[config.mk]
export PLATFORM = sky130hd
export DESIGN_NAME = rader_permutation_index_gen_top_flat
export DESIGN_NICKNAME = d
export VERILOG_FILES = /design/src/sv/rpig_pkg.sv /design/src/sv/rpig_stream_if.sv /design/src/sv/rpig_modunit.sv /design/src/sv/rpig_pow.sv /design/src/sv/rader_permutation_index_gen_top.sv /design/src/flat_wrapper.sv
export SDC_FILE = /design/constraint.sdc
export NUM_CORES = 1
export LEC_CHECK = 0
export CAP_MARGIN = 10
export CORE_MARGIN = 2
export CORE_UTILIZATION = 30
export CTS_BUF_LIST = sky130_fd_sc_hd__clkbuf_8 sky130_fd_sc_hd__clkbuf_16
export CTS_CLUSTER_DIAMETER = 100
export CTS_CLUSTER_SIZE = 40
export DETAILED_ROUTE_END_ITERATION = 6
export DONT_BUFFER_PORTS = 1
export PLACE_DENSITY = 0.48
export SETUP_SLACK_MARGIN = 0.1
export SLEW_MARGIN = 20
export SYNTH_ARGS = -nofsm -noshare
export SYNTH_HDL_FRONTEND = slang
export SYNTH_SLANG_ARGS = --single-unit
[constraint.sdc]
create_clock -name clk_i -period 7.7 [get_ports clk_i]
set_input_delay 1.54 -clock clk_i [delete_from_list [all_inputs] [get_ports clk_i]]
set_output_delay 1.54 -clock clk_i [all_outputs]
set_load 0.02 [all_outputs]
[src/sv/rpig_pkg.sv]
// rpig_pkg: shared types, constants and state encodings of the Rader index generator
// no dependencies; imported by the interface users and every module of the block
package rpig_pkg;

  // index and modulus width of the datapath
  localparam int IDX_W   = 11;
  // distinct prime factors of p-1 for p below 2048 (2*3*5*7 = 210, *11 = 2310)
  localparam int FACS_N  = 4;
  localparam int FAC_W   = 2;
  localparam int NF_W    = 3;
  // trial divisor never passes 46
  localparam int Z_W     = 6;
  // step counter of the shift-subtract unit
  localparam int STEP_W  = 4;

  typedef logic [IDX_W-1:0] idx_t;

  localparam idx_t ONE        = idx_t'(1);
  localparam idx_t FIRST_CAND = idx_t'(2);
  localparam idx_t MIN_PRIME  = idx_t'(3);
  localparam idx_t RESET_LEN  = idx_t'(3);
  localparam logic [STEP_W-1:0] LAST_STEP = STEP_W'(IDX_W - 1);

  // request and result payloads
  typedef struct packed {
    idx_t seq_index;
  } req_t;

  typedef struct packed {
    idx_t fwd_index;
    idx_t inv_index;
    idx_t gen_root;
    logic root_ok;
  } rsp_t;

  // shift-subtract unit: (a*b) mod m and floor(a*b/m) for a == 1
  typedef struct packed {
    logic start;
    idx_t a;
    idx_t b;
    idx_t m;
  } mu_req_t;

  typedef struct packed {
    logic done;
    idx_t rem;
    idx_t quo;
  } mu_rsp_t;

  // exponent sequencer commands
  typedef enum logic {
    PW_OP_POW,
    PW_OP_DIV
  } pw_op_e;

  typedef struct packed {
    logic   start;
    pw_op_e op;
    idx_t   x;
    idx_t   y;
    idx_t   m;
  } pw_req_t;

  typedef struct packed {
    logic done;
    idx_t res;
    idx_t quo;
  } pw_rsp_t;

  typedef enum logic [2:0] {
    PW_IDLE,
    PW_CHECK,
    PW_MUL,
    PW_SQ,
    PW_DIV
  } pw_state_e;

  typedef enum logic [3:0] {
    ST_IDLE,
    ST_SETUP,
    ST_FTEST,
    ST_FDIV,
    ST_EXPS,
    ST_EDIV,
    ST_RTRY,
    ST_RFERM,
    ST_RORD,
    ST_RORDW,
    ST_RINV,
    ST_SERVE,
    ST_FWDW,
    ST_INVW,
    ST_DONE
  } top_state_e;

endpackage

[src/sv/rpig_stream_if.sv]
// rpig_stream_if: valid/ready channel carrying one payload of a given type
// no dependencies; the payload type is set where the channel is instantiated
interface rpig_stream_if #(
  parameter type payload_t = logic
) ();

  logic     valid;
  logic     ready;
  payload_t data;

  modport source (output valid, output data, input ready);
  modport sink   (input valid, input data, output ready);

endinterface

[src/sv/rpig_modunit.sv]
// rpig_modunit: shared shift-subtract unit, one multiplier bit per cycle
// depends on rpig_pkg; computes (a*b) mod m, and the quotient when a is one
module rpig_modunit
  import rpig_pkg::*;
(
  input  logic    clk_i,
  input  logic    rst_ni,
  input  mu_req_t req_i,
  output mu_rsp_t rsp_o
);

  logic              busy_q;
  logic              done_q;
  logic [STEP_W-1:0] step_q;
  idx_t              a_q, b_q, m_q, r_q, q_q;

  logic [IDX_W+1:0] t_sum;
  logic [IDX_W+1:0] m1;
  logic [IDX_W+1:0] m2;
  logic [IDX_W+1:0] t_red;
  logic             q_bit;

  // one step: double, add the addend, reduce by at most twice the modulus
  always_comb begin
    m1    = {2'b00, m_q};
    m2    = {1'b0, m_q, 1'b0};
    t_sum = {1'b0, r_q, 1'b0} + (b_q[IDX_W-1] ? {2'b00, a_q} : '0);
    q_bit = (t_sum >= m1);
    if (t_sum >= m2) begin
      t_red = t_sum - m2;
    end else if (t_sum >= m1) begin
      t_red = t_sum - m1;
    end else begin
      t_red = t_sum;
    end
  end

  // step register and counter
  always_ff @(posedge clk_i or negedge rst_ni) begin
    if (!rst_ni) begin
      busy_q <= 1'b0;
      done_q <= 1'b0;
      step_q <= '0;
      a_q    <= '0;
      b_q    <= '0;
      m_q    <= '0;
      r_q    <= '0;
      q_q    <= '0;
    end else begin
      done_q <= 1'b0;
      if (req_i.start) begin
        busy_q <= 1'b1;
        step_q <= '0;
        a_q    <= req_i.a;
        b_q    <= req_i.b;
        m_q    <= req_i.m;
        r_q    <= '0;
        q_q    <= '0;
      end else if (busy_q) begin
        r_q    <= t_red[IDX_W-1:0];
        q_q    <= {q_q[IDX_W-2:0], q_bit};
        b_q    <= {b_q[IDX_W-2:0], 1'b0};
        step_q <= step_q + 1'b1;
        if (step_q == LAST_STEP) begin
          busy_q <= 1'b0;
          done_q <= 1'b1;
        end
      end
    end
  end

  assign rsp_o.done = done_q;
  assign rsp_o.rem  = r_q;
  assign rsp_o.quo  = q_q;

endmodule

[src/sv/rpig_pow.sv]
// rpig_pow: square-and-multiply sequencer over the shared shift-subtract unit
// depends on rpig_pkg and rpig_modunit; also passes single divisions to the unit
module rpig_pow
  import rpig_pkg::*;
(
  input  logic    clk_i,
  input  logic    rst_ni,
  input  pw_req_t req_i,
  output pw_rsp_t rsp_o
);

  pw_state_e state_q, state_d;
  idx_t      acc_q, acc_d;
  idx_t      base_q, base_d;
  idx_t      e_q, e_d;
  idx_t      m_q, m_d;
  logic      done_q, done_d;
  idx_t      res_q, res_d;
  idx_t      quo_q, quo_d;

  mu_req_t mu_req;
  mu_rsp_t mu_rsp;

  rpig_modunit u_modunit (
    .clk_i  (clk_i),
    .rst_ni (rst_ni),
    .req_i  (mu_req),
    .rsp_o  (mu_rsp)
  );

  // state register
  always_ff @(posedge clk_i or negedge rst_ni) begin
    if (!rst_ni) begin
      state_q <= PW_IDLE;
      done_q  <= 1'b0;
      acc_q   <= '0;
      base_q  <= '0;
      e_q     <= '0;
      m_q     <= '0;
      res_q   <= '0;
      quo_q   <= '0;
    end else begin
      state_q <= state_d;
      done_q  <= done_d;
      acc_q   <= acc_d;
      base_q  <= base_d;
      e_q     <= e_d;
      m_q     <= m_d;
      res_q   <= res_d;
      quo_q   <= quo_d;
    end
  end

  // next state and unit requests
  always_comb begin
    state_d      = state_q;
    acc_d        = acc_q;
    base_d       = base_q;
    e_d          = e_q;
    m_d          = m_q;
    done_d       = 1'b0;
    res_d        = res_q;
    quo_d        = quo_q;
    mu_req.start = 1'b0;
    mu_req.a     = '0;
    mu_req.b     = '0;
    mu_req.m     = m_q;

    case (state_q)
      PW_IDLE: begin
        if (req_i.start) begin
          m_d = req_i.m;
          if (req_i.op == PW_OP_DIV) begin
            mu_req.start = 1'b1;
            mu_req.a     = ONE;
            mu_req.b     = req_i.x;
            mu_req.m     = req_i.m;
            state_d      = PW_DIV;
          end else begin
            acc_d   = ONE;
            base_d  = req_i.x;
            e_d     = req_i.y;
            state_d = PW_CHECK;
          end
        end
      end
      PW_CHECK: begin
        if (e_q == '0) begin
          done_d  = 1'b1;
          res_d   = acc_q;
          state_d = PW_IDLE;
        end else if (e_q[0]) begin
          mu_req.start = 1'b1;
          mu_req.a     = acc_q;
          mu_req.b     = base_q;
          state_d      = PW_MUL;
        end else begin
          mu_req.start = 1'b1;
          mu_req.a     = base_q;
          mu_req.b     = base_q;
          state_d      = PW_SQ;
        end
      end
      PW_MUL: begin
        if (mu_rsp.done) begin
          acc_d = mu_rsp.rem;
          if (e_q == ONE) begin
            // last exponent bit: no square needed
            e_d     = '0;
            state_d = PW_CHECK;
          end else begin
            mu_req.start = 1'b1;
            mu_req.a     = base_q;
            mu_req.b     = base_q;
            state_d      = PW_SQ;
          end
        end
      end
      PW_SQ: begin
        if (mu_rsp.done) begin
          base_d  = mu_rsp.rem;
          e_d     = {1'b0, e_q[IDX_W-1:1]};
          state_d = PW_CHECK;
        end
      end
      PW_DIV: begin
        if (mu_rsp.done) begin
          done_d  = 1'b1;
          res_d   = mu_rsp.rem;
          quo_d   = mu_rsp.quo;
          state_d = PW_IDLE;
        end
      end
      default: begin
        state_d = PW_IDLE;
      end
    endcase
  end

  assign rsp_o.done = done_q;
  assign rsp_o.res  = res_q;
  assign rsp_o.quo  = quo_q;

endmodule

[src/sv/rader_permutation_index_gen_top.sv]
// rader_permutation_index_gen_top: root search, caching and request sequencing
// depends on rpig_pkg, rpig_stream_if and rpig_pow (which holds rpig_modunit)
//
//  channel  dir  handshake          payload
//  req      in   valid / ready      seq_index
//  rsp      out  valid / ready      fwd_index, inv_index, gen_root, root_ok
//  cfg      in   cfg_we_i           cfg_wdata_i (prime_len)
//
// every modular multiply and every division runs on one shift-subtract unit,
// one operand bit per cycle. a request on a cached root takes two
// exponentiations of up to 21 unit operations each; one request at a time.
// the first request after reset or a prime_len write also factors p-1 and
// tries candidates 2..p-1.
// reset sets prime_len to 3 and drops the cache; rsp is held in an output
// register, so the next request is taken while a result waits for ready.
module rader_permutation_index_gen_top
  import rpig_pkg::*;
#(
  parameter int MAX_PRIME = 2048
) (
  input  logic                clk_i,
  input  logic                rst_ni,
  rpig_stream_if.sink         req,
  rpig_stream_if.source       rsp,
  input  logic                cfg_we_i,
  input  logic [IDX_W-1:0]    cfg_wdata_i
);

  localparam int               LIM_W   = IDX_W + 2;
  localparam logic [LIM_W-1:0] MAX_LEN = LIM_W'(MAX_PRIME);

  top_state_e      state_q, state_d;
  idx_t            prime_q, prime_d;
  idx_t            root_q, root_d;
  idx_t            inv_q, inv_d;
  logic            cache_valid_q, cache_valid_d;
  logic            root_exists_q, root_exists_d;
  idx_t            idx_q, idx_d;
  idx_t            rem_q, rem_d;
  logic [Z_W-1:0]  z_q, z_d;
  logic [NF_W-1:0] nf_q, nf_d;
  logic [NF_W-1:0] k_q, k_d;
  idx_t            facs_q [FACS_N];
  idx_t            facs_d [FACS_N];
  idx_t            exps_q [FACS_N];
  idx_t            exps_d [FACS_N];
  idx_t            cand_q, cand_d;
  idx_t            fwd_q, fwd_d;
  idx_t            invi_q, invi_d;
  logic            out_valid_q, out_valid_d;
  rsp_t            out_q, out_d;

  pw_req_t pw_req;
  pw_rsp_t pw_rsp;

  logic [2*Z_W-1:0] z_sq;
  idx_t             last_fac;
  idx_t             z_ext;
  logic             bad_len;

  rpig_pow u_pow (
    .clk_i  (clk_i),
    .rst_ni (rst_ni),
    .req_i  (pw_req),
    .rsp_o  (pw_rsp)
  );

  assign z_sq     = z_q * z_q;
  assign z_ext    = idx_t'(z_q);
  assign last_fac = facs_q[nf_q[FAC_W-1:0] - 1'b1];
  assign bad_len  = (prime_q < MIN_PRIME) || ({2'b00, prime_q} >= MAX_LEN);

  assign req.ready = (state_q == ST_IDLE);
  assign rsp.valid = out_valid_q;
  assign rsp.data  = out_q;

  // control registers
  always_ff @(posedge clk_i or negedge rst_ni) begin
    if (!rst_ni) begin
      state_q       <= ST_IDLE;
      prime_q       <= RESET_LEN;
      root_q        <= '0;
      inv_q         <= '0;
      cache_valid_q <= 1'b0;
      root_exists_q <= 1'b0;
      nf_q          <= '0;
      k_q           <= '0;
      out_valid_q   <= 1'b0;
    end else begin
      state_q       <= state_d;
      prime_q       <= prime_d;
      root_q        <= root_d;
      inv_q         <= inv_d;
      cache_valid_q <= cache_valid_d;
      root_exists_q <= root_exists_d;
      nf_q          <= nf_d;
      k_q           <= k_d;
      out_valid_q   <= out_valid_d;
    end
  end

  // working and payload registers
  always_ff @(posedge clk_i) begin
    idx_q  <= idx_d;
    rem_q  <= rem_d;
    z_q    <= z_d;
    facs_q <= facs_d;
    exps_q <= exps_d;
    cand_q <= cand_d;
    fwd_q  <= fwd_d;
    invi_q <= invi_d;
    out_q  <= out_d;
  end

  // sequencer: on a cache miss factor p-1 and search the root, then serve the request
  always_comb begin
    state_d       = state_q;
    prime_d       = prime_q;
    root_d        = root_q;
    inv_d         = inv_q;
    cache_valid_d = cache_valid_q;
    root_exists_d = root_exists_q;
    idx_d         = idx_q;
    rem_d         = rem_q;
    z_d           = z_q;
    nf_d          = nf_q;
    k_d           = k_q;
    facs_d        = facs_q;
    exps_d        = exps_q;
    cand_d        = cand_q;
    fwd_d         = fwd_q;
    invi_d        = invi_q;
    out_d         = out_q;
    out_valid_d   = out_valid_q;
    pw_req.start  = 1'b0;
    pw_req.op     = PW_OP_POW;
    pw_req.x      = '0;
    pw_req.y      = '0;
    pw_req.m      = prime_q;

    // result taken downstream
    if (out_valid_q && rsp.ready) begin
      out_valid_d = 1'b0;
    end

    case (state_q)
      ST_IDLE: begin
        if (req.valid) begin
          idx_d   = req.data.seq_index;
          state_d = cache_valid_q ? ST_SERVE : ST_SETUP;
        end
      end
      ST_SETUP: begin
        cache_valid_d = 1'b1;
        root_exists_d = 1'b0;
        root_d        = '0;
        inv_d         = '0;
        rem_d         = prime_q - ONE;
        z_d           = Z_W'(2);
        nf_d          = '0;
        state_d       = bad_len ? ST_SERVE : ST_FTEST;
      end
      ST_FTEST: begin
        if (z_sq <= {1'b0, rem_q}) begin
          pw_req.start = 1'b1;
          pw_req.op    = PW_OP_DIV;
          pw_req.x     = rem_q;
          pw_req.m     = z_ext;
          state_d      = ST_FDIV;
        end else begin
          // leftover cofactor is the largest prime factor
          if (rem_q > ONE && (nf_q == '0 || last_fac != rem_q)) begin
            facs_d[nf_q[FAC_W-1:0]] = rem_q;
            nf_d = nf_q + 1'b1;
          end
          k_d     = '0;
          state_d = ST_EXPS;
        end
      end
      ST_FDIV: begin
        if (pw_rsp.done) begin
          if (pw_rsp.res == '0) begin
            if (nf_q == '0 || last_fac != z_ext) begin
              facs_d[nf_q[FAC_W-1:0]] = z_ext;
              nf_d = nf_q + 1'b1;
            end
            rem_d = pw_rsp.quo;
          end else begin
            z_d = z_q + 1'b1;
          end
          state_d = ST_FTEST;
        end
      end
      ST_EXPS: begin
        if (k_q == nf_q) begin
          cand_d  = FIRST_CAND;
          state_d = ST_RTRY;
        end else begin
          pw_req.start = 1'b1;
          pw_req.op    = PW_OP_DIV;
          pw_req.x     = prime_q - ONE;
          pw_req.m     = facs_q[k_q[FAC_W-1:0]];
          state_d      = ST_EDIV;
        end
      end
      ST_EDIV: begin
        if (pw_rsp.done) begin
          exps_d[k_q[FAC_W-1:0]] = pw_rsp.quo;
          k_d     = k_q + 1'b1;
          state_d = ST_EXPS;
        end
      end
      ST_RTRY: begin
        if (cand_q == prime_q) begin
          state_d = ST_SERVE;
        end else begin
          pw_req.start = 1'b1;
          pw_req.x     = cand_q;
          pw_req.y     = prime_q - ONE;
          state_d      = ST_RFERM;
        end
      end
      ST_RFERM: begin
        if (pw_rsp.done) begin
          if (pw_rsp.res == ONE) begin
            k_d     = '0;
            state_d = ST_RORD;
          end else begin
            cand_d  = cand_q + ONE;
            state_d = ST_RTRY;
          end
        end
      end
      ST_RORD: begin
        pw_req.start = 1'b1;
        pw_req.x     = cand_q;
        if (k_q == nf_q) begin
          // order test passed: form the inverse
          pw_req.y = prime_q - FIRST_CAND;
          state_d  = ST_RINV;
        end else begin
          pw_req.y = exps_q[k_q[FAC_W-1:0]];
          state_d  = ST_RORDW;
        end
      end
      ST_RORDW: begin
        if (pw_rsp.done) begin
          if (pw_rsp.res == ONE) begin
            cand_d  = cand_q + ONE;
            state_d = ST_RTRY;
          end else begin
            k_d     = k_q + 1'b1;
            state_d = ST_RORD;
          end
        end
      end
      ST_RINV: begin
        if (pw_rsp.done) begin
          inv_d         = pw_rsp.res;
          root_d        = cand_q;
          root_exists_d = 1'b1;
          state_d       = ST_SERVE;
        end
      end
      ST_SERVE: begin
        if (root_exists_q) begin
          pw_req.start = 1'b1;
          pw_req.x     = root_q;
          pw_req.y     = idx_q;
          state_d      = ST_FWDW;
        end else begin
          fwd_d   = '0;
          invi_d  = '0;
          state_d = ST_DONE;
        end
      end
      ST_FWDW: begin
        if (pw_rsp.done) begin
          fwd_d        = pw_rsp.res;
          pw_req.start = 1'b1;
          pw_req.x     = inv_q;
          pw_req.y     = idx_q;
          state_d      = ST_INVW;
        end
      end
      ST_INVW: begin
        if (pw_rsp.done) begin
          invi_d  = pw_rsp.res;
          state_d = ST_DONE;
        end
      end
      ST_DONE: begin
        if (!out_valid_q || rsp.ready) begin
          out_d.fwd_index = fwd_q;
          out_d.inv_index = invi_q;
          out_d.gen_root  = root_q;
          out_d.root_ok   = root_exists_q;
          out_valid_d     = 1'b1;
          state_d         = ST_IDLE;
        end
      end
      default: begin
        state_d = ST_IDLE;
      end
    endcase

    // prime_len write drops the cached root
    if (cfg_we_i) begin
      prime_d       = cfg_wdata_i;
      cache_valid_d = 1'b0;
    end
  end

  // a cached root is at least two and below the prime
  a_root_range: assert property (@(posedge clk_i) disable iff (!rst_ni)
    (state_q == ST_IDLE && cache_valid_q && root_exists_q)
      |-> (root_q >= FIRST_CAND && root_q < prime_q))
    else $error("cached root out of range");

  // sequencer results only arrive while a wait state expects them
  a_done_in_wait: assert property (@(posedge clk_i) disable iff (!rst_ni)
    pw_rsp.done |-> (state_q == ST_FDIV || state_q == ST_EDIV || state_q == ST_RFERM ||
                     state_q == ST_RORDW || state_q == ST_RINV || state_q == ST_FWDW ||
                     state_q == ST_INVW))
    else $error("exponent sequencer result with no consumer");

  // a reported root always comes with a nonzero generator
  a_ok_root: assert property (@(posedge clk_i) disable iff (!rst_ni)
    (rsp.valid && rsp.data.root_ok) |-> (rsp.data.gen_root >= FIRST_CAND))
    else $error("root_ok set without a valid generator");

endmodule

[src/flat_wrapper.sv]
// flat-port wrapper written by rule: the top's interface ports become plain ports
module rader_permutation_index_gen_top_flat import rpig_pkg::*;
#(
  parameter int MAX_PRIME = 2048
)
  (clk_i, rst_ni, cfg_we_i, cfg_wdata_i, req_valid, req_data, req_ready, rsp_valid, rsp_data, rsp_ready);
  rpig_stream_if #(.payload_t(req_t)) req_i ();
  rpig_stream_if #(.payload_t(rsp_t)) rsp_i ();
  input  logic clk_i;
  input  logic rst_ni;
  input  logic cfg_we_i;
  input  logic [IDX_W-1:0] cfg_wdata_i;
  input wire logic [$bits(req_i.valid)-1:0] req_valid;
  input wire logic [$bits(req_i.data)-1:0] req_data;
  output wire logic [$bits(req_i.ready)-1:0] req_ready;
  output wire logic [$bits(rsp_i.valid)-1:0] rsp_valid;
  output wire logic [$bits(rsp_i.data)-1:0] rsp_data;
  input wire logic [$bits(rsp_i.ready)-1:0] rsp_ready;
  assign req_i.valid = req_valid;
  assign req_i.data = req_data;
  assign req_ready = req_i.ready;
  assign rsp_valid = rsp_i.valid;
  assign rsp_data = rsp_i.data;
  assign rsp_i.ready = rsp_ready;
  rader_permutation_index_gen_top #(.MAX_PRIME(MAX_PRIME)) u_core (.clk_i(clk_i), .rst_ni(rst_ni), .req(req_i), .rsp(rsp_i), .cfg_we_i(cfg_we_i), .cfg_wdata_i(cfg_wdata_i));
endmodule
== Word-level counts from Yosys, hierarchy flattened ==
Cells that the tools add are included.

* Register bits: 360
* Bits in latches: 0
* Memory bits (writable): 0
* ROM bits: 0
* Input bits: 27
* Output and inout port bits: 36
* Logic and storage cells: 315
* Memories: 0

* Add/subtract/negate cells: 11
* Multipliers: 1
* Div/mod/pow operators: 0
* $lt $le $gt $ge: 10
* Equality and inequality tests: 52
* Shift-type cells: 0
* Mux-type cells: 148
* Bitwise logic cells: 3
* Reduce and logical (&&, ||, !) cells: 47

{| class="wikitable"
|+ Operator list
! kind !! count
|-
| two-way mux 11 bit || 42
|-
| two-way mux 44 bit || 5
|-
| one-hot mux 11 bit (2 select lines) || 9
|-
| bitwise mux 44 bit || 3
|-
| two-way mux 22 bit || 4
|-
| one-hot mux 44 bit (2 select lines) || 1
|-
| two-way mux 23 bit || 3
|-
| one-hot mux 23 bit (3 select lines) || 1
|-
| two-way mux 34 bit || 2
|-
| binary-select mux 11 bit (select 2 bit) || 3
|-
| one-hot mux 11 bit (3 select lines) || 2
|-
| one-hot mux 11 bit (6 select lines) || 1
|-
| two-way mux 4 bit || 16
|-
| one-hot mux 4 bit (15 select lines) || 1
|-
| two-way mux 3 bit || 17
|-
| demux 11 bit (select 2 bit) || 2
|-
| one-hot mux 11 bit (4 select lines) || 1
|-
| == test 4 bit (second input constant) || 8
|-
| inequality test 2 bit (second input constant) || 16
|-
| two-way mux 13 bit || 2
|-
| AND reduction 6 bit || 4
|-
| == test 11 x 1 -> 1 bit (second input constant) || 2
|-
| logical NOT 11 bit || 2
|-
| inequality test 2 x 1 -> 1 bit (second input constant) || 11
|-
| other kinds (50) || 114
|}

== Logic depth before layout (Yosys ltp) ==
* Word-level depth: 11
* Mapped depth: 25
* Mapped depth without buffers: 23

== Modules after synthesis ==
Synthesis repeated with hierarchy kept, for this count alone.

* Cell total of the unflattened synthesis: 1,831
* Area total of the unflattened synthesis: 20,143.1 µm²

{| class="wikitable"
|+ Modules (own cells, without submodules)
! module !! instances !! cells each !! area an instance (µm²) !! sequential area each (µm²)
|-
| rader_permutation_index_gen_top || 1 || 1,061 || 12,304.3 || 6,648.9
|-
| rpig_modunit || 1 || 454 || 4,236.6 || 1,526.5
|-
| rpig_pow || 1 || 316 || 3,602.2 || 1,751.7
|}

== Worst setup path before layout ==
Ideal clock, no wire load.

* Kind: flip-flop to flip-flop
* Start: register u_core.z_q[4]
* End: register u_core.facs_q[0] (netlist name) (enable)
* Setup time: 0.349 ns
* Arrival: 5.249 ns
* Data required time: 7.351 ns
* Slack: 2.102 ns
* Cell stages (with the launch flop): 23
* Path buffers: 1
* Period minus slack after synthesis: 5.598 ns
* Cells stage by stage: edfxtp_1 -> clkbuf_1 -> and2_1 -> fa_1 -> inv_1 -> fa_1 -> inv_1 -> fa_1 -> ha_1 -> a31oi_1 -> o21bai_1 -> a21o_1 -> a21o_1 -> a21oi_1 -> xnor2_1 -> ha_1 -> and3_1 -> and3_1 -> a211o_1 -> nand2_1 -> a31oi_4 -> nor2_2 -> and2_1

* Longest elaborated chain between the ends: 4
* Elaborated cells on any way between the ends: 7
* Classes of those cells: 1 x mul; 1 x order compare; 3 x eq/ne; 2 x reduce/logical

{| class="wikitable"
|+ RTL lines
! element !! line !! source
|-
| from (decl) || rader_permutation_index_gen_top.sv:40 || <nowiki>logic [Z_W-1:0] z_q, z_d;</nowiki>
|-
| from (signal assigned) || rader_permutation_index_gen_top.sv:106 || <nowiki>z_q <= z_d;</nowiki>
|-
| multiplier 6 x 6 -> 12 bit or inequality test 11 x 6 -> 1 bit (tied branches) || rader_permutation_index_gen_top.sv:68, rader_permutation_index_gen_top.sv:183 ||
|-
| <= comparator 12 x 11 -> 1 bit or logical OR 1 bit (tied branches) || rader_permutation_index_gen_top.sv:164, rader_permutation_index_gen_top.sv:183 ||
|-
| inequality test 2 bit (no line) or inequality test 2 x 1 -> 1 bit (tied branches) || - ||
|-
| AND reduction 6 bit (no line) (*) || - ||
|-
| to (signal assigned) || rader_permutation_index_gen_top.sv:107 || <nowiki>facs_q <= facs_d;</nowiki>
|-
| to (decl) || rader_permutation_index_gen_top.sv:43 || <nowiki>idx_t facs_q [FACS_N];</nowiki>
|}

Every way passes the cells marked *; elsewhere a longest branch is shown, timed or not.
A chain may end at the register's enable or synchronous reset.

== Final worst setup path ==
* Start: register u_core.z_q[3]
* End: register u_core.u_pow.u_modunit.r_q[4]

* Longest elaborated chain between the ends: 8
* Elaborated cells on any way between the ends: 10
* Classes of those cells: 1 x mul; 1 x order compare; 7 x mux; 1 x reduce/logical

{| class="wikitable"
|+ RTL lines
! element !! line !! source
|-
| multiplier 6 x 6 -> 12 bit (*) || rader_permutation_index_gen_top.sv:68 || <nowiki>assign z_sq = z_q * z_q;</nowiki>
|-
| <= comparator 12 x 11 -> 1 bit (*) || rader_permutation_index_gen_top.sv:164 || <nowiki>if (z_sq <= {1'b0, rem_q}) begin</nowiki>
|-
| two-way mux 13 bit (*) || rader_permutation_index_gen_top.sv:164 ||
|-
| one-hot mux 1 bit (2 select lines) || rader_permutation_index_gen_top.sv:146 || <nowiki>case (state_q)</nowiki>
|-
| two-way mux 34 bit || rpig_pow.sv:73 || <nowiki>if (req_i.op == PW_OP_DIV) begin</nowiki>
|-
| two-way mux 34 bit (*) || rpig_pow.sv:71 || <nowiki>if (req_i.start) begin</nowiki>
|-
| one-hot mux 23 bit (3 select lines) (*) || rpig_pow.sv:69 || <nowiki>case (state_q)</nowiki>
|-
| two-way mux 11 bit or nonzero test 2 bit (tied branches) || - ||
|-
| to (signal assigned) || rpig_modunit.sv:60 || <nowiki>r_q <= t_red[IDX_W-1:0];</nowiki>
|-
| to (decl) || rpig_modunit.sv:15 || <nowiki>idx_t a_q, b_q, m_q, r_q, q_q;</nowiki>
|}

Marked as above.

==> run summary <==
The flow ran to the end, but the final reports show violations. The checks that failed: DRC. The path type of the worst setup path is reg2reg. The count of antenna-violating nets left after detailed routing came out at 0. The clock net sink count came out at 360. The root buffer cell chosen for the clock tree is clkbuf_16.

Before CTS, the worst setup slack after placement is 1360 ps. In the synthesized netlist, the number of instances is 1,851. In the final routed layout, each cell accounts on average for 22.3 um.

The via density per instance came out at 5.31. The detailed-placement wirelength estimate came out at 43,900 um. The multi-input combinational cells in the finished layout cover a total of 9060 um2.

The power density over cell area is 412 nW/um2. The library cells used most frequently in the layout, excluding fill and tap cells, are edfxtp_1, dfrtp_1, nor2_1. Once the clock tree was built, the setup fixing pass inserted 0 buffers. In the synthesized netlist the async set-or-reset flop fraction comes to 0.492. For this run, design rule violations remaining after detail routing come to 9. The number of antenna violations at the first check in global routing is 1. The number of top-level pins came out at 63. In the post-synthesis netlist, the biggest area contributors are edfxtp_1, dfrtp_1, ha_1. In the final design database the tool counted 1,900 nets. The worst hold path was traced through 0 stages. The final cell utilization of the core came out at 0.328.

At the end of routability-driven placement, the weighted congestion stood at 0.864. Measured in cells, the most critical reg-to-reg path has a length of 23. The startpoint type of the worst setup path is a flop. The sequential share of the synthesized area came out at 0.501. The via count of the first global-routing pass came out at 13,800.

The largest net degree at the start of global routing is 178. Of the cells placed in the final design, the portion with a size suffix greater than 1 is 0.0910. The post-cts repair resize count is 0. The final hold violation count is 0.

The portion of synthesized cell area occupied by the leading cell type is 0.277. The netlist uses 80 different library cells. Setup violations remaining at the end of the flow were counted as 0. The first-pass GRT wire length is 89,500 um. Across every metal layer, demand over resource in global routing totals 0.174.

At the worst endpoint, the arrival time is 6760 ps. Counting the buffers created by CTS gives 21. The insertion delay of the later-clocked pin in the worst-skew pair is 590 ps.

The routed design has 59,400 um of wire. The required time of the critical path came out at 8130 ps. The full die area is 68,100 um2.

The worst setup path is captured at a flop. TritonCTS built the clock tree. The synthesized design spends more area on one cell type than any other, namely edfxtp_1. Among all stages on the critical path, the largest delay is contributed by o31ai_2. The number of slew-limit violations in the final report came to 0. The flip-flop and latch count after synthesis came out at 360.

The first-pass iteration count of the detailed router came out at 7. The tool flagged a number of max-cap violations equal to 0. After floorplanning, the core was divided into 94 placement rows.

Relative to the synthesized area, the layout overhead comes to 8.75%. Fill cells in the final layout number 6,662. In the final timing run, aggregate negative setup slack is 0 ps. On the critical path the largest part of the delay comes from compound AO/OA/AOI/OAI gates. Traced cell by cell, the critical path runs through inv_1, nor2_1, fa_1, inv_1, fa_1, inv_1, fa_1, ha_1, a31oi_1, o21bai_1, a21o_1, a21o_1, a21oi_1, xnor2_1, ha_1, a21o_1, a211oi_1, a211oi_1, o31ai_2, a21oi_1, buf_4, nand3_2, o221ai_1. In the finished design, the share of the clock period the worst path needs comes to 0.822.

On the worst path, the slowest cell contributes a delay of 710 ps. The chip height is 261 um. The die span in x is 261 um. CTS built an H-tree with a depth of 1. The overflow left after global routing came out at 0. The synthesized area divided by synthesized cell count is 10.7 um2.

The standby leakage power came out at 0.00838 uW. Static timing analysis puts the maximum clock frequency at 158 MHz. The depth of the critical timing path with buffers and inverters included came out at 23. The count of input and output buffers is 0.

The worst clock skew on the final layout came out at 49.0 ps. The number of hold buffers added after cts came out at 0. The max-slew headroom at the worst pin came out at 0.242. The cell area after synthesis came out at 19,800 um2.

For the pin with the worst max-slew slack, the measured transition is 1130 ps. The final critical path time including I/O delays and setup came out at 6330 ps. Registers take 9930 um2. The maximum buffer depth of the clock tree came out at 3. The count of synthesis-stage warnings from yosys is 0. The maximum vdd ir drop is 152 uV. The worst path setup slack after routing is 1370 ps. Setup repair after global routing left no endpoint under its margin.

The maximum net fanout on the critical path came out at 13. The number of synthesized flops with an enable pin came out at 183. The number of DRC violations after detailed-routing iteration 0 is 1,439. Synthesis produced a netlist with a net count of 1,962. The most common cell after layout, fill and taps aside is edfxtp_1.

The core area came out at 65,600 um2. The number of vias in the routed layout is 14,200. The worst min-delay path category is reg2reg.

The effective utilization at floorplan came out at 0.302. The predominant post-synthesis flop cell is edfxtp_1. The number of buffer and inverter instances along the worst setup path came out at 4. The clock-pin slew on the worst setup and hold paths came out at 120 ps.
[final cells by class]
cell class,instances,area share
Antenna cell,1,0.000116
Multi-Input combinational cell,1277,0.421
Sequential cell,360,0.461
Clock buffer,21,0.0244
Inverter,98,0.0171
Timing Repair Buffer,31,0.0108
Tap cell,864,0.0502
Clock inverter,16,0.0161
[where the power goes]
| part | switching [uW] | total, uW | internal (uW) |
|---|---|---|---|
| registers | 522 | 3040 | 2520 |
| clock network | 838 | 1440 | 597 |
| logic | 2730 | 4390 | 1660 |
| total | 4090 | 8870 | 4780 |
[metal layers]
metal | wire, um | GRT usage
met1 | 27500 | 0.249
met2 | 26600 | 0.272
met3 | 3590 | 0.0285
met4 | 1660 | 0.0470
met5 | 0 | 0
[kinds of logic (layout without fill, tap and decap cells)]
| kind of cell | Yosys count | in the layout | synth area share |
|---|---|---|---|
| adder cells (fa/ha/maj) | 84 | 84 | 0.0572 |
| buffers and inverters | 214 | 166 | 0.0426 |
| flip-flops | 360 | 360 | 0.501 |
| other | 0 | 1 | 0 |
| XOR/XNOR | 96 | 96 | 0.0424 |
| AO/OA/AOI/OAI | 415 | 415 | 0.139 |
| multiplexers | 120 | 120 | 0.0797 |
| AND/OR/NAND/NOR | 562 | 562 | 0.138 |
[path summary, 6_finish.rpt]
path                       slack, ps                      startpoint                                   endpoint
setup / recovery                1370     u_core.z_q[3]$_SDFFCE_PN0P_  u_core.u_pow.u_modunit.r_q[4]$_DFFE_PN0P_
hold / removal                   410  u_core.fwd_q[10]$_SDFFCE_PN0P_              u_core.rsp.data[33]$_DFFE_PP_
setup reg to reg                1370     u_core.z_q[3]$_SDFFCE_PN0P_  u_core.u_pow.u_modunit.r_q[4]$_DFFE_PN0P_
hold reg to reg                  410  u_core.fwd_q[10]$_SDFFCE_PN0P_              u_core.rsp.data[33]$_DFFE_PP_
max in group asynchronous       6600                          rst_ni              u_core.state_q[2]$_DFFE_PN0P_
min in group asynchronous        660                          rst_ni         u_core.u_pow.quo_q[10]$_DFFE_PN0P_
[cells in the mapped netlist, drive strengths merged (15+ instances only)]
cell	instances
mux2i	55
o21ai	111
a22oi	24
nand3	60
and3	28
and2	35
xor2	26
ha	73
a21oi	105
inv	98
nor4	16
xnor2	70
clkbuf	90
nor2b	39
a31oi	15
dfrtp	175
nand4	16
nand2b	15
a211oi	27
mux2	39
nor3	56
buf	26
edfxtp	183
mux4	26
nand2	132
nor2	140
[stage by stage]
stage               total power [uW]  instances  instance area, um2  hold slack, ps
floorplan                       6200       1851               19800             400
global placement                7380       2630               20700             407
detailed placement              7430       2630               20700             407
CTS                             8890       2667               21500             423
global route                    9500       2667               21500             439
finish                          8870       2668               21500             413
Note: power is estimated with default switching activity, not from simulation.
